## config.mk

```make
export PLATFORM = sky130hd
export DESIGN_NAME = ptz_camera_command_framer
export DESIGN_NICKNAME = d
export VERILOG_FILES = /design/src/rtl/ptzcf_pkg.sv /design/src/rtl/ptz_camera_command_framer.sv /design/src/rtl/ptzcf_front.sv /design/src/rtl/ptzcf_queue.sv /design/src/rtl/ptzcf_back.sv
export SDC_FILE = /design/constraint.sdc
export NUM_CORES = 1
export LEC_CHECK = 0
export BUFFER_PORTS_ARGS = -buffer_cell sky130_fd_sc_hd__buf_4
export CORE_MARGIN = 10
export CORE_UTILIZATION = 40
export DETAILED_ROUTE_END_ITERATION = 16
export GPL_ROUTABILITY_DRIVEN = 0
export MAX_ROUTING_LAYER = met4
export PLACE_DENSITY_LB_ADDON = 0.2
export SYNTH_ARGS = -nofsm -noshare
export SYNTH_HDL_FRONTEND = slang
export SYNTH_SLANG_ARGS = --single-unit
```

## constraint.sdc

```tcl
create_clock -name clk -period 6.4 [get_ports clk]
set_clock_uncertainty 0.1 [all_clocks]
set_input_delay 1.28 -clock clk [delete_from_list [all_inputs] [get_ports clk]]
set_output_delay 1.28 -clock clk [all_outputs]
set_load 0.05 [all_outputs]
```

## src/rtl/ptzcf_pkg.sv

```systemverilog
// types, constants and command tables shared by the ptz command framer
`timescale 1ns / 1ps

package ptzcf_pkg;

    localparam logic [7:0] D_START    = 8'hFF;
    localparam logic [7:0] P_START    = 8'hA0;
    localparam logic [7:0] P_END      = 8'hAF;
    localparam logic [7:0] PRESET_95  = 8'd95;
    localparam logic [7:0] SCAN_START = 8'h96;
    localparam logic [7:0] SCAN_STOP  = 8'h99;

    localparam logic PROTO_D = 1'b0;
    localparam logic PROTO_P = 1'b1;

    // byte positions within a frame
    localparam logic [2:0] POS_START = 3'd0;
    localparam logic [2:0] POS_ADDR  = 3'd1;
    localparam logic [2:0] POS_CMD1  = 3'd2;
    localparam logic [2:0] POS_CMD2  = 3'd3;
    localparam logic [2:0] POS_CMD3  = 3'd4;
    localparam logic [2:0] POS_CMD4  = 3'd5;
    localparam logic [2:0] POS_SIX   = 3'd6;
    localparam logic [2:0] POS_SEVEN = 3'd7;

    typedef logic [7:0] byte_t;

    typedef struct packed {
        logic           valid;
        logic [3:0][7:0] cmd;
    } entry_t;

    typedef struct packed {
        logic            proto;
        logic            invalid;
        logic [7:0]      addr;
        logic [3:0][7:0] cmd;
        logic [7:0]      check;
    } desc_t;

    function automatic entry_t mk(input logic v, input byte_t c1, input byte_t c2,
                                  input byte_t c3, input byte_t c4);
        entry_t e;
        e.valid = v;
        e.cmd   = {c4, c3, c2, c1};
        return e;
    endfunction

    function automatic entry_t d_lookup(input logic [4:0] op);
        entry_t e;
        unique case (op)
            5'd0:    e = mk(1'b1, 8'h00, 8'h08, 8'h00, 8'hFF);
            5'd1:    e = mk(1'b1, 8'h00, 8'h10, 8'h00, 8'hFF);
            5'd2:    e = mk(1'b1, 8'h00, 8'h04, 8'hFF, 8'h00);
            5'd3:    e = mk(1'b1, 8'h00, 8'h02, 8'hFF, 8'h00);
            5'd4:    e = mk(1'b1, 8'h00, 8'h20, 8'h00, 8'h00);
            5'd5:    e = mk(1'b1, 8'h00, 8'h40, 8'h00, 8'h00);
            5'd6:    e = mk(1'b1, 8'h00, 8'h80, 8'h00, 8'h00);
            5'd7:    e = mk(1'b1, 8'h01, 8'h00, 8'h00, 8'h00);
            5'd8:    e = mk(1'b1, 8'h02, 8'h00, 8'h00, 8'h00);
            5'd9:    e = mk(1'b1, 8'h04, 8'h00, 8'h00, 8'h00);
            5'd10:   e = mk(1'b1, 8'h00, 8'h0B, 8'h00, 8'h01);
            5'd11:   e = mk(1'b1, 8'h00, 8'h09, 8'h00, 8'h01);
            5'd12:   e = mk(1'b1, 8'h00, 8'h07, 8'h00, 8'h01);
            5'd13:   e = mk(1'b1, 8'h00, 8'h03, 8'h00, 8'h01);
            5'd14:   e = mk(1'b1, 8'h00, 8'h05, 8'h00, 8'h01);
            5'd15:   e = mk(1'b1, 8'h00, 8'h00, 8'h00, 8'h00);
            5'd18:   e = mk(1'b1, 8'h00, 8'h07, 8'h00, PRESET_95);
            5'd19:   e = mk(1'b1, 8'h00, 8'h03, 8'h00, PRESET_95);
            5'd20:   e = mk(1'b1, 8'h00, 8'h05, 8'h00, PRESET_95);
            default: e = mk(1'b0, 8'h00, 8'h00, 8'h00, 8'h00);
        endcase
        return e;
    endfunction

    function automatic entry_t p_lookup(input logic [4:0] op);
        entry_t e;
        unique case (op)
            5'd0:    e = mk(1'b1, 8'h00, 8'h08, 8'h00, 8'h30);
            5'd1:    e = mk(1'b1, 8'h00, 8'h10, 8'h00, 8'h30);
            5'd2:    e = mk(1'b1, 8'h00, 8'h04, 8'h10, 8'h30);
            5'd3:    e = mk(1'b1, 8'h00, 8'h02, 8'h10, 8'h30);
            5'd4:    e = mk(1'b1, 8'h00, 8'h40, 8'h00, 8'h00);
            5'd5:    e = mk(1'b1, 8'h00, 8'h20, 8'h00, 8'h00);
            5'd6:    e = mk(1'b1, 8'h02, 8'h00, 8'h00, 8'h00);
            5'd7:    e = mk(1'b1, 8'h01, 8'h00, 8'h00, 8'h00);
            5'd8:    e = mk(1'b1, 8'h08, 8'h00, 8'h00, 8'h00);
            5'd9:    e = mk(1'b1, 8'h04, 8'h00, 8'h00, 8'h00);
            5'd12:   e = mk(1'b1, 8'h00, 8'h07, 8'h00, 8'h01);
            5'd13:   e = mk(1'b1, 8'h00, 8'h03, 8'h00, 8'h01);
            5'd14:   e = mk(1'b1, 8'h00, 8'h05, 8'h00, 8'h01);
            5'd15:   e = mk(1'b1, 8'h00, 8'h00, 8'h00, 8'h00);
            5'd16:   e = mk(1'b1, 8'h00, SCAN_START, 8'h00, 8'h20);
            5'd17:   e = mk(1'b1, 8'h00, SCAN_STOP, 8'h00, 8'h20);
            5'd18:   e = mk(1'b1, 8'h00, 8'h07, 8'h00, PRESET_95);
            5'd19:   e = mk(1'b1, 8'h00, 8'h03, 8'h00, PRESET_95);
            5'd20:   e = mk(1'b1, 8'h00, 8'h05, 8'h00, PRESET_95);
            default: e = mk(1'b0, 8'h00, 8'h00, 8'h00, 8'h00);
        endcase
        return e;
    endfunction

endpackage

```

## src/rtl/ptz_camera_command_framer.sv

```systemverilog
// ptz camera command framer top level
`timescale 1ns / 1ps

// Pelco-D / Pelco-P command frame encoder.
// Input queue side: camera_address and opcode are taken at a clock edge with
// push high and full low. Result queue side: while empty is low, frame_byte,
// last_byte and invalid_command show the oldest byte; pop high takes it.
// protocol_select_we writes protocol_select_wdata (0 Pelco-D, 1 Pelco-P);
// the protocol in force when an item is taken decides its framing.
// A Pelco-D command gives 7 bytes, a Pelco-P command 8 bytes, both ending
// with last_byte set. An unknown command gives one byte of zero with
// last_byte and invalid_command set.
// An item passes through the lookup register, the descriptor queue and the
// serialiser in that order.
// The result side gives one byte per cycle while pop is held high; the
// byte-wide serialiser sets the item rate, and the next frame starts in
// the cycle after the last byte of a frame is taken, if the descriptor
// queue holds it.
// When pop is held low the serialiser stops, the descriptor queue fills and
// full rises; items already taken are kept in order.
// Reset clears all items in flight and sets the protocol to Pelco-D.

module ptz_camera_command_framer #(
    parameter int QUEUE_DEPTH = 2
) (
    input  logic       clk,
    input  logic       rst_n,
    input  logic       protocol_select_we,
    input  logic       protocol_select_wdata,
    input  logic       push,
    output logic       full,
    input  logic [7:0] camera_address,
    input  logic [4:0] opcode,
    output logic       empty,
    input  logic       pop,
    output logic [7:0] frame_byte,
    output logic       last_byte,
    output logic       invalid_command
);
    import ptzcf_pkg::*;

    logic  proto_reg;
    logic  proto_next;
    logic  q_push;
    logic  q_full;
    logic  q_pop;
    logic  q_empty;
    desc_t q_wdata;
    desc_t q_rdata;

    assign proto_next = protocol_select_we ? protocol_select_wdata : proto_reg;

    always_ff @(posedge clk or negedge rst_n)
    begin
        if (!rst_n)
        begin
            proto_reg <= PROTO_D;
        end
        else
        begin
            proto_reg <= proto_next;
        end
    end

    ptzcf_front u_front (
        .clk            (clk),
        .rst_n          (rst_n),
        .push           (push),
        .full           (full),
        .camera_address (camera_address),
        .opcode         (opcode),
        .proto          (proto_reg),
        .q_push         (q_push),
        .q_full         (q_full),
        .q_data         (q_wdata)
    );

    ptzcf_queue #(
        .DEPTH (QUEUE_DEPTH)
    ) u_queue (
        .clk   (clk),
        .rst_n (rst_n),
        .push  (q_push),
        .wdata (q_wdata),
        .full  (q_full),
        .pop   (q_pop),
        .empty (q_empty),
        .rdata (q_rdata)
    );

    ptzcf_back u_back (
        .clk             (clk),
        .rst_n           (rst_n),
        .q_empty         (q_empty),
        .q_data          (q_rdata),
        .q_pop           (q_pop),
        .empty           (empty),
        .pop             (pop),
        .frame_byte      (frame_byte),
        .last_byte       (last_byte),
        .invalid_command (invalid_command)
    );

endmodule

```

## src/rtl/ptzcf_front.sv

```systemverilog
// front stage: command lookup, checksum and frame descriptor register
`timescale 1ns / 1ps

module ptzcf_front (
    input  logic               clk,
    input  logic               rst_n,
    input  logic               push,
    output logic               full,
    input  logic [7:0]         camera_address,
    input  logic [4:0]         opcode,
    input  logic               proto,
    output logic               q_push,
    input  logic               q_full,
    output ptzcf_pkg::desc_t   q_data
);
    import ptzcf_pkg::*;

    entry_t     ent;
    desc_t      desc_next;
    desc_t      desc_reg;
    logic       valid_reg;
    logic       valid_next;
    logic       accept;
    logic [7:0] sum;
    logic [7:0] xsum;

    assign full   = valid_reg && q_full;
    assign accept = push && !full;
    assign q_push = valid_reg && !q_full;
    assign q_data = desc_reg;

    always_comb
    begin
        ent  = (proto == PROTO_P) ? p_lookup(opcode) : d_lookup(opcode);
        sum  = camera_address + ent.cmd[0] + ent.cmd[1] + ent.cmd[2] + ent.cmd[3];
        xsum = P_START ^ camera_address ^ ent.cmd[0] ^ ent.cmd[1] ^ ent.cmd[2]
               ^ ent.cmd[3] ^ P_END;
        desc_next.proto   = proto;
        desc_next.invalid = !ent.valid;
        desc_next.addr    = camera_address;
        desc_next.cmd     = ent.cmd;
        desc_next.check   = (proto == PROTO_P) ? xsum : sum;
    end

    always_comb
    begin
        valid_next = valid_reg;
        if (accept)
        begin
            valid_next = 1'b1;
        end
        else if (q_push)
        begin
            valid_next = 1'b0;
        end
    end

    always_ff @(posedge clk or negedge rst_n)
    begin
        if (!rst_n)
        begin
            valid_reg <= 1'b0;
        end
        else
        begin
            valid_reg <= valid_next;
        end
    end

    always_ff @(posedge clk)
    begin
        if (accept)
        begin
            desc_reg <= desc_next;
        end
    end

    // holding an item the queue cannot take keeps it offered
    assert property (@(posedge clk) disable iff (!rst_n)
        (valid_reg && q_full) |=> valid_reg)
        else $error("front item dropped while queue full");

    assert property (@(posedge clk) disable iff (!rst_n)
        (valid_reg && q_full) |=> $stable(desc_reg))
        else $error("front descriptor changed while stalled");

    assert property (@(posedge clk) disable iff (!rst_n)
        accept |=> valid_reg)
        else $error("accepted item not held");

endmodule

```

## src/rtl/ptzcf_queue.sv

```systemverilog
// short descriptor queue between front and back stages
`timescale 1ns / 1ps

module ptzcf_queue #(
    parameter int DEPTH = 2
) (
    input  logic             clk,
    input  logic             rst_n,
    input  logic             push,
    input  ptzcf_pkg::desc_t wdata,
    output logic             full,
    input  logic             pop,
    output logic             empty,
    output ptzcf_pkg::desc_t rdata
);
    import ptzcf_pkg::*;

    localparam int PW = (DEPTH > 1) ? $clog2(DEPTH) : 1;
    localparam int CW = $clog2(DEPTH + 1);
    localparam logic [PW-1:0] LAST_PTR = PW'(DEPTH - 1);
    localparam logic [CW-1:0] FULL_CNT = CW'(DEPTH);

    desc_t         mem [DEPTH];
    logic [PW-1:0] wr_ptr_reg;
    logic [PW-1:0] wr_ptr_next;
    logic [PW-1:0] rd_ptr_reg;
    logic [PW-1:0] rd_ptr_next;
    logic [CW-1:0] count_reg;
    logic [CW-1:0] count_next;
    logic          do_push;
    logic          do_pop;

    assign full    = (count_reg == FULL_CNT);
    assign empty   = (count_reg == '0);
    assign do_push = push && !full;
    assign do_pop  = pop && !empty;
    assign rdata   = mem[rd_ptr_reg];

    always_comb
    begin
        wr_ptr_next = wr_ptr_reg;
        rd_ptr_next = rd_ptr_reg;
        count_next  = count_reg;
        if (do_push)
        begin
            wr_ptr_next = (wr_ptr_reg == LAST_PTR) ? '0 : wr_ptr_reg + 1'b1;
        end
        if (do_pop)
        begin
            rd_ptr_next = (rd_ptr_reg == LAST_PTR) ? '0 : rd_ptr_reg + 1'b1;
        end
        if (do_push && !do_pop)
        begin
            count_next = count_reg + 1'b1;
        end
        else if (do_pop && !do_push)
        begin
            count_next = count_reg - 1'b1;
        end
    end

    always_ff @(posedge clk or negedge rst_n)
    begin
        if (!rst_n)
        begin
            wr_ptr_reg <= '0;
            rd_ptr_reg <= '0;
            count_reg  <= '0;
        end
        else
        begin
            wr_ptr_reg <= wr_ptr_next;
            rd_ptr_reg <= rd_ptr_next;
            count_reg  <= count_next;
        end
    end

    always_ff @(posedge clk)
    begin
        if (do_push)
        begin
            mem[wr_ptr_reg] <= wdata;
        end
    end

    assert property (@(posedge clk) disable iff (!rst_n)
        count_reg <= FULL_CNT)
        else $error("queue count overflow");

    assert property (@(posedge clk) disable iff (!rst_n)
        (count_reg == '0 || count_reg == FULL_CNT) |-> (wr_ptr_reg == rd_ptr_reg))
        else $error("queue pointers disagree with count");

    assert property (@(posedge clk) disable iff (!rst_n)
        (do_push && !do_pop) |=> (count_reg == $past(count_reg) + 1'b1))
        else $error("queue count not incremented on push");

endmodule

```

## src/rtl/ptzcf_back.sv

```systemverilog
// back stage: serialises one frame descriptor into bytes
`timescale 1ns / 1ps

module ptzcf_back (
    input  logic             clk,
    input  logic             rst_n,
    input  logic             q_empty,
    input  ptzcf_pkg::desc_t q_data,
    output logic             q_pop,
    output logic             empty,
    input  logic             pop,
    output logic [7:0]       frame_byte,
    output logic             last_byte,
    output logic             invalid_command
);
    import ptzcf_pkg::*;

    desc_t      cur_reg;
    logic       cur_valid_reg;
    logic       cur_valid_next;
    logic [2:0] idx_reg;
    logic [2:0] idx_next;
    logic [2:0] last_idx;
    logic       is_last;
    logic       advance;
    logic       load;

    assign last_idx = (cur_reg.proto == PROTO_P) ? POS_SEVEN : POS_SIX;
    assign is_last  = cur_reg.invalid || (idx_reg == last_idx);
    assign advance  = pop && cur_valid_reg;
    assign load     = !cur_valid_reg || (advance && is_last);
    assign q_pop    = load && !q_empty;

    assign empty           = !cur_valid_reg;
    assign last_byte       = is_last;
    assign invalid_command = cur_reg.invalid;

    always_comb
    begin
        if (cur_reg.invalid)
        begin
            frame_byte = 8'h00;
        end
        else
        begin
            unique case (idx_reg)
                POS_START: frame_byte = (cur_reg.proto == PROTO_P) ? P_START : D_START;
                POS_ADDR:  frame_byte = cur_reg.addr;
                POS_CMD1:  frame_byte = cur_reg.cmd[0];
                POS_CMD2:  frame_byte = cur_reg.cmd[1];
                POS_CMD3:  frame_byte = cur_reg.cmd[2];
                POS_CMD4:  frame_byte = cur_reg.cmd[3];
                POS_SIX:   frame_byte = (cur_reg.proto == PROTO_P) ? P_END : cur_reg.check;
                POS_SEVEN: frame_byte = cur_reg.check;
                default:   frame_byte = 8'h00;
            endcase
        end
    end

    always_comb
    begin
        cur_valid_next = cur_valid_reg;
        idx_next       = idx_reg;
        if (load)
        begin
            cur_valid_next = !q_empty;
            idx_next       = POS_START;
        end
        else if (advance)
        begin
            idx_next = idx_reg + 1'b1;
        end
    end

    always_ff @(posedge clk or negedge rst_n)
    begin
        if (!rst_n)
        begin
            cur_valid_reg <= 1'b0;
            idx_reg       <= POS_START;
        end
        else
        begin
            cur_valid_reg <= cur_valid_next;
            idx_reg       <= idx_next;
        end
    end

    always_ff @(posedge clk)
    begin
        if (q_pop)
        begin
            cur_reg <= q_data;
        end
    end

    assert property (@(posedge clk) disable iff (!rst_n)
        (cur_valid_reg && cur_reg.invalid) |-> (idx_reg == POS_START))
        else $error("invalid item spans more than one byte");

    assert property (@(posedge clk) disable iff (!rst_n)
        (cur_valid_reg && cur_reg.proto == PROTO_D) |-> (idx_reg != POS_SEVEN))
        else $error("pelco-d frame ran past seven bytes");

    assert property (@(posedge clk) disable iff (!rst_n)
        (cur_valid_reg && !pop) |=> ($stable(idx_reg) && cur_valid_reg))
        else $error("byte index moved while stalled");

endmodule

```

==> metrics.cfg, run 1 <==
[yosys]
ys_top_cells_by_area=edfxtp_1, mux2_2, fa_1
postSynthCellCount=500
ys.flop_type=edfxtp_1
yosysTopAreaCellShare_pct=61.7
avgSynthCellArea_um2=14.4
ys_seq_area_share_pct=65.2
yosysMostFrequentCell=edfxtp_1
ys_warn_count=0
synth-edff-count=148
async_flop_share_pct=6.33
syn_nets=554
synth_seq_cells=158
synthTopCellsByCount=edfxtp_1, inv_1, mux2_2
netlist_area_mm2=0.00720
yosysUniqueCellTypes=52
synth_top_area_cell=edfxtp_1

[global_route]
grt_overflow=0
first_global_vias=3997
antenna_found_initial=0
grt_pass1_wl_um=22000
grt_max_degree=39
grt_usage_pct=12.1

[floorplanning]
core_mm2=0.0178
initial_core_util_pct=40.4
fp.dieH_um=154
rows=49
io-pin-count=31
fp.dieW_um=154
die-area_mm2=0.0238

[drt]
wl_per_cell_um=17.8
wirelength_um=13800
vias_per_cell=5.06
drc_errors=0
drtPass1Iterations=6
first_iter_violations=298
ant_nets=0
vias=3923

[clock_network]
cts.hold.buffers_added=0
clkSinkCount=158
ctsResizeCount=0
cts_root_buf=clkbuf_16
numCtsBuffers=17
post_cts.repair.setup_buffers=0
htreeDepth=4
clock_path_buffers=2
clock_latency_ns=0.41
clk_pin_slew_ns=0.06
cts_tree=built

[job]
drv_cap=0

[timing]
finalSetupViolCount=0
drv_slew=0
clock.fmax_ghz=0.185
hold_ws_ns=0.343
hold_viol=0
rsz0062_at_grt=false
slew_headroom_pct=32.4
tns_ns=0
setup_slack_ns=0.982
min_period_ns=5.42
timing.final.crit_share_pct=84.6
tightest_slew_ns=1.01

[cells_and_area]
drive_above_1_share_pct=21.6
largest_reg_flops=74
areaGrowthSynthToFinish_pct=14.2
antenna_cells=0
finalNetCount=588

[placement]
hpwl_um=9370
dp_slack_ns=0.606
port_buffers=30

[pwr]
power.internal_mw=2.48
p_leak_nw=3.15
pwr-share-clk_pct=25.6
swShare_pct=32.8
sequentialPowerShare_pct=45.4
p_comb_share_pct=29.0
power_density_mw_per_mm2=449
power.net_switching_mw=1.21
vdd_drop_max_v=0.000304

[min_path]
hold_path_class=flip-flop to flip-flop

[setup_path]
crit_path_max_fanout=19
start_kind=input port
end_kind=flip-flop
cp.required_ns=6.45
worstSetupPathType=input port to flip-flop
crit_arrival_ns=5.46

[run_status]
status=finished, final reports clean

layout by cell type, fill, tap and decap left out, drive strengths merged, types with 2 or more instances in the layout:
cell and count:
edfxtp 148, inv 52, mux2 40, buf 35
nand2 31, a21oi 29, nor2 22, ha 18
clkbuf 18, fa 17, o21ai 14, xnor2 10
dfrtp 10, xor2 9, nor2b 7, nand3 7
nor3 7, and3 6, nand2b 6, a21o 5
a31oi 5, clkinv 5, o21bai 4, a222oi 4
nor3b 3, or3 3, a221oi 3, a22o 3
clkinvlp 3, or2 2, o21a 2, a211oi 2
o211ai 2, a31o 2, and2 2
area by class of cell:
class	count	area (um2)
clock buffers	18	429
clock inverters	14	134
fillers	1568	9610
inverters	47	176
multi-input cells	275	2240
flip-flops and latches	158	4690
well taps	229	287
repair buffers	35	263
stage by stage:
stage | area, um2 | utilization [%] | cells | power (mW)
2_1_floorplan | 7200 | - | 500 | 2.44
3_5_place_dp | 7660 | 43.0 | 744 | 2.78
4_1_cts | 8230 | 46.1 | 776 | 3.73
3_3_place_gp | 7660 | 43.0 | 744 | 2.76
5_1_grt | 8230 | 46.1 | 776 | 3.89
6_report | 8230 | 46.1 | 776 | 3.69
per-layer routing:
layer  global-route usage, %  up-vias  wire length (um)
met3                    2.27       15               474
met4                    3.51        0               147
met2                    19.1       99              6830
met1                    15.5     1928              6380
met5                       -        -                 0
li1                        -     1881                 -
power by group through the flow:
stage,combinational (mW),clock [mW],sequential [mW]
finish,1.07,0.946,1.68
global route,1.17,1.01,1.71
CTS,1.09,0.965,1.68
detailed placement,1.08,0,1.70
global placement,1.08,0,1.68
floorplan,0.780,0,1.66
cell families (layout without fill, tap and decap cells):
| logic type | after synthesis | after routing | share of synthesized area [%] |
|---|---|---|---|
| flip-flops | 158 | 158 | 65.2 |
| XOR/XNOR | 20 | 20 | 2.62 |
| adder cells (fa/ha/maj) | 35 | 35 | 7.85 |
| AO/OA/AOI/OAI | 81 | 81 | 7.55 |
| buffers and inverters | 67 | 114 | 3.80 |
| multiplexers | 40 | 40 | 6.25 |
| AND/OR/NAND/NOR | 99 | 99 | 6.76 |
worst max-delay path: stages:
cell and delay [ns]:
buf_4 0.18, inv_1 0.21, nand2_1 0.13, nor3_1 0.18
a31oi_1 0.07, nand2b_1 0.20, fa_1 0.51, inv_1 0.07
fa_1 0.50, fa_1 0.49, ha_1 0.23, fa_1 0.42
a211o_1 0.33, a21o_1 0.16, a211oi_1 0.23, a21oi_1 0.11
xnor2_1 0.16
path summary, 6_finish.rpt:
path	start	end	slack (ns)	cells past startpoint
max in group asynchronous	rst_n	proto_reg	5.45	1
worst max-delay path	opcode[2]	u_front.q_data[7]	0.98	17
worst max register to register	proto_reg	u_front.q_data[7]	1.59	15
min in group asynchronous	rst_n	u_front.valid_reg	0.60	1
worst min-delay path	u_front.q_data[4]	u_queue.mem[0][4]	0.34	0
worst min register to register	u_front.q_data[4]	u_queue.mem[0][4]	0.34	0
(Power assumes the default switching activity.)
==> run 2, diff against run 1 <==
ABC_AREA = 1   (was default)
clock period = 5.1 ns   (was 6.4 ns; I/O delays follow)
==> metrics.cfg, run 2 <==
[floorplanning]
core_mm2=0.0180  ; was 0.0178 mm2
io-pin-count=31  ; unchanged
initial_core_util_pct=40.9  ; was 40.4%
rows=49  ; unchanged
fp.dieH_um=156  ; was 154 um
die-area_mm2=0.0243  ; was 0.0238 mm2
fp.dieW_um=156  ; was 154 um

[yosys]
synth_top_area_cell=edfxtp_1  ; unchanged
ys_warn_count=0  ; unchanged
synthTopCellsByCount=nand2_1, edfxtp_1, inv_1  ; was edfxtp_1, inv_1, mux2_2
avgSynthCellArea_um2=11.4  ; was 14.4 um2
syn_nets=703  ; was 554
postSynthCellCount=649  ; was 500
ys_seq_area_share_pct=63.7  ; was 65.2%
synth_seq_cells=158  ; unchanged
netlist_area_mm2=0.00737  ; was 0.00720 mm2
synth-edff-count=148  ; unchanged
ys.flop_type=edfxtp_1  ; unchanged
yosysTopAreaCellShare_pct=60.3  ; was 61.7%
yosysMostFrequentCell=nand2_1  ; was edfxtp_1
yosysUniqueCellTypes=49  ; was 52
async_flop_share_pct=6.33  ; unchanged
ys_top_cells_by_area=edfxtp_1, nand2_1, fa_1  ; was edfxtp_1, mux2_2, fa_1

[drt]
vias=4468  ; was 3923
ant_nets=0  ; unchanged
vias_per_cell=4.77  ; was 5.06
drtPass1Iterations=5  ; was 6
wirelength_um=14500  ; was 13800 um
drc_errors=0  ; unchanged
first_iter_violations=260  ; was 298
wl_per_cell_um=15.5  ; was 17.8 um

[run_status]
status=finished, final reports clean  ; unchanged

[clock_network]
clkSinkCount=158  ; unchanged
clk_pin_slew_ns=0.07  ; was 0.06 ns
clock_path_buffers=2  ; unchanged
cts.hold.buffers_added=0  ; unchanged
cts_tree=built  ; unchanged
cts_root_buf=clkbuf_16  ; unchanged
numCtsBuffers=17  ; unchanged
post_cts.repair.setup_buffers=0  ; unchanged
ctsResizeCount=0  ; unchanged
clock_latency_ns=0.41  ; about the same
htreeDepth=4  ; unchanged

[pwr]
swShare_pct=35.1  ; was 32.8%
p_comb_share_pct=28.6  ; was 29.0%
p_leak_nw=3.59  ; was 3.15 nW
power.internal_mw=3.04  ; was 2.48 mW
vdd_drop_max_v=0.000441  ; was 0.000304 V
pwr-share-clk_pct=26.5  ; was 25.6%
power_density_mw_per_mm2=553  ; was 449 mW/mm2
power.net_switching_mw=1.65  ; was 1.21 mW
sequentialPowerShare_pct=45.0  ; was 45.4%

[cells_and_area]
final_cell_mix=nand2_1, edfxtp_1, inv_1, buf_4, nor2_1  ; was edfxtp_1, inv_1, mux2_2, buf_4, nand2_1
largest_reg_flops=74  ; unchanged
final_cells=936  ; was 776
final_common_cell=nand2_1  ; was edfxtp_1
post-route-util_pct=47.1  ; was 46.1%
n_fill_cell=1652  ; was 1568
finalNetCount=748  ; was 588
areaGrowthSynthToFinish_pct=15.2  ; was 14.2%
drive_above_1_share_pct=17.0  ; was 21.6%
antenna_cells=0  ; unchanged

[setup_path]
start_kind=input port  ; unchanged
cp.required_ns=5.17  ; was 6.45 ns
worstSetupPathType=input port to flip-flop  ; unchanged
crit_arrival_ns=4.82  ; was 5.46 ns
crit_path_max_fanout=7  ; was 19
crit_buf_inv=8  ; was 3
cp_cell_sequence=buf_4 -> nor2_2 -> inv_2 -> nor2_1 -> inv_2 -> nor2_2 -> inv_2 -> o21ai_1 -> inv_2 -> fa_1 -> inv_1 -> fa_1 -> fa_1 -> ha_1 -> fa_1 -> inv_1 -> nor3_1 -> nor2_1 -> nand3_1 -> nand3_1 -> nand2_1 -> nand2_1 -> inv_1  ; was buf_4 -> inv_1 -> nand2_1 -> nor3_1 -> a31oi_1 -> nand2b_1 -> fa_1 -> inv_1 -> fa_1 -> fa_1 -> ha_1 -> fa_1 -> a211o_1 -> a21o_1 -> a211oi_1 -> a21oi_1 -> xnor2_1
critPathMaxStageDelay_ns=0.53  ; was 0.51 ns
path_delay_family=adder cells  ; unchanged
regToRegSetupSlack_ns=0.61  ; was 1.59 ns
crit_path_top_delay_cell=fa_1  ; unchanged
end_kind=flip-flop  ; unchanged

[min_path]
hold_path_class=input port to async pin  ; was flip-flop to flip-flop

[global_route]
grt_max_degree=40  ; was 39
grt_overflow=0  ; unchanged
grt_usage_pct=12.8  ; was 12.1%
grt_pass1_wl_um=23900  ; was 22000 um
antenna_found_initial=0  ; unchanged
first_global_vias=4586  ; was 3997

[timing]
min_period_ns=4.74
rsz0062_at_grt=false  ; unchanged
timing.final.crit_share_pct=93.0
hold_viol=0  ; unchanged
finalSetupViolCount=0  ; unchanged
drv_slew=0  ; unchanged
tightest_slew_ns=1.11  ; was 1.01 ns
clock.fmax_ghz=0.211
slew_headroom_pct=25.8  ; was 32.4%

[placement]
dpl.cell_count=904  ; was 744
hpwl_um=10700  ; was 9370 um
port_buffers=30  ; unchanged

[job]
drv_cap=0  ; unchanged

-- run 2: worst paths after layout --
kind / startpoint / to / cells past startpoint
worst max-delay path: opcode[1] / u_front.q_data[7] / 23
worst min-delay path: rst_n / u_back.cur_valid_reg / 1
worst min register to register: u_front.q_data[4] / u_queue.mem[0][4] / 0
max in group asynchronous: rst_n / proto_reg / 1
worst max register to register: proto_reg / u_front.q_data[7] / 17
min in group clk: u_front.q_data[4] / u_queue.mem[0][4] / 0
-- run 2: kinds of logic after synthesis --
kind of cell             after synthesis  synth area share, %
AO/OA/AOI/OAI                         63                 5.30
adder cells (fa/ha/maj)               35                 7.68
buffers and inverters                106                 6.03
AND/OR/NAND/NOR                      280                 16.5
XOR/XNOR                               7                0.832
flip-flops                           158                 63.7
-- run 2: through the flow --
step	setup slack (ns)	hold WS [ns]	total power, mW	cell area (um2)	TNS [ns]
after floorplan	0.149	0.320	3.06	7370	0
after global placement	0.0529	0.327	3.47	7890	0
final	0.356	0.339	4.69	8490	0
after detailed placement	-0.0752	0.330	3.50	7890	-0.101
after global routing	0.109	0.327	4.99	8490	0
after CTS	0.369	0.324	4.74	8490	0
-- run 2: cell type report --
cell class                      count  area, um2  area share, %
Tap cell                          229        287           3.38
Clock buffer                       17        425           5.01
Multi-Input combinational cell    385       2250           26.5
Inverter                           89        339           4.00
Timing Repair Buffer               43        323           3.80
Sequential cell                   158       4690           55.3
Clock inverter                     15        166           1.96
-- run 2: power groups by stage --
stage | clock network [mW] | registers [mW] | logic, mW
floorplan | 0 | 2.10 | 0.954
global placement | 0 | 2.13 | 1.34
detailed placement | 0 | 2.14 | 1.36
CTS | 1.26 | 2.12 | 1.36
global route | 1.32 | 2.15 | 1.51
finish | 1.24 | 2.11 | 1.34
-- run 2: routing by layer --
layer	wire length [um]	GRT usage [%]	vias up	part of all wire, %
li1	-	-	2266	-
met3	487	2.76	10	3.4
met1	6820	16.2	2105	47
met5	0	-	-	0
met2	7020	20.3	87	49
met4	146	3.88	0	1.0
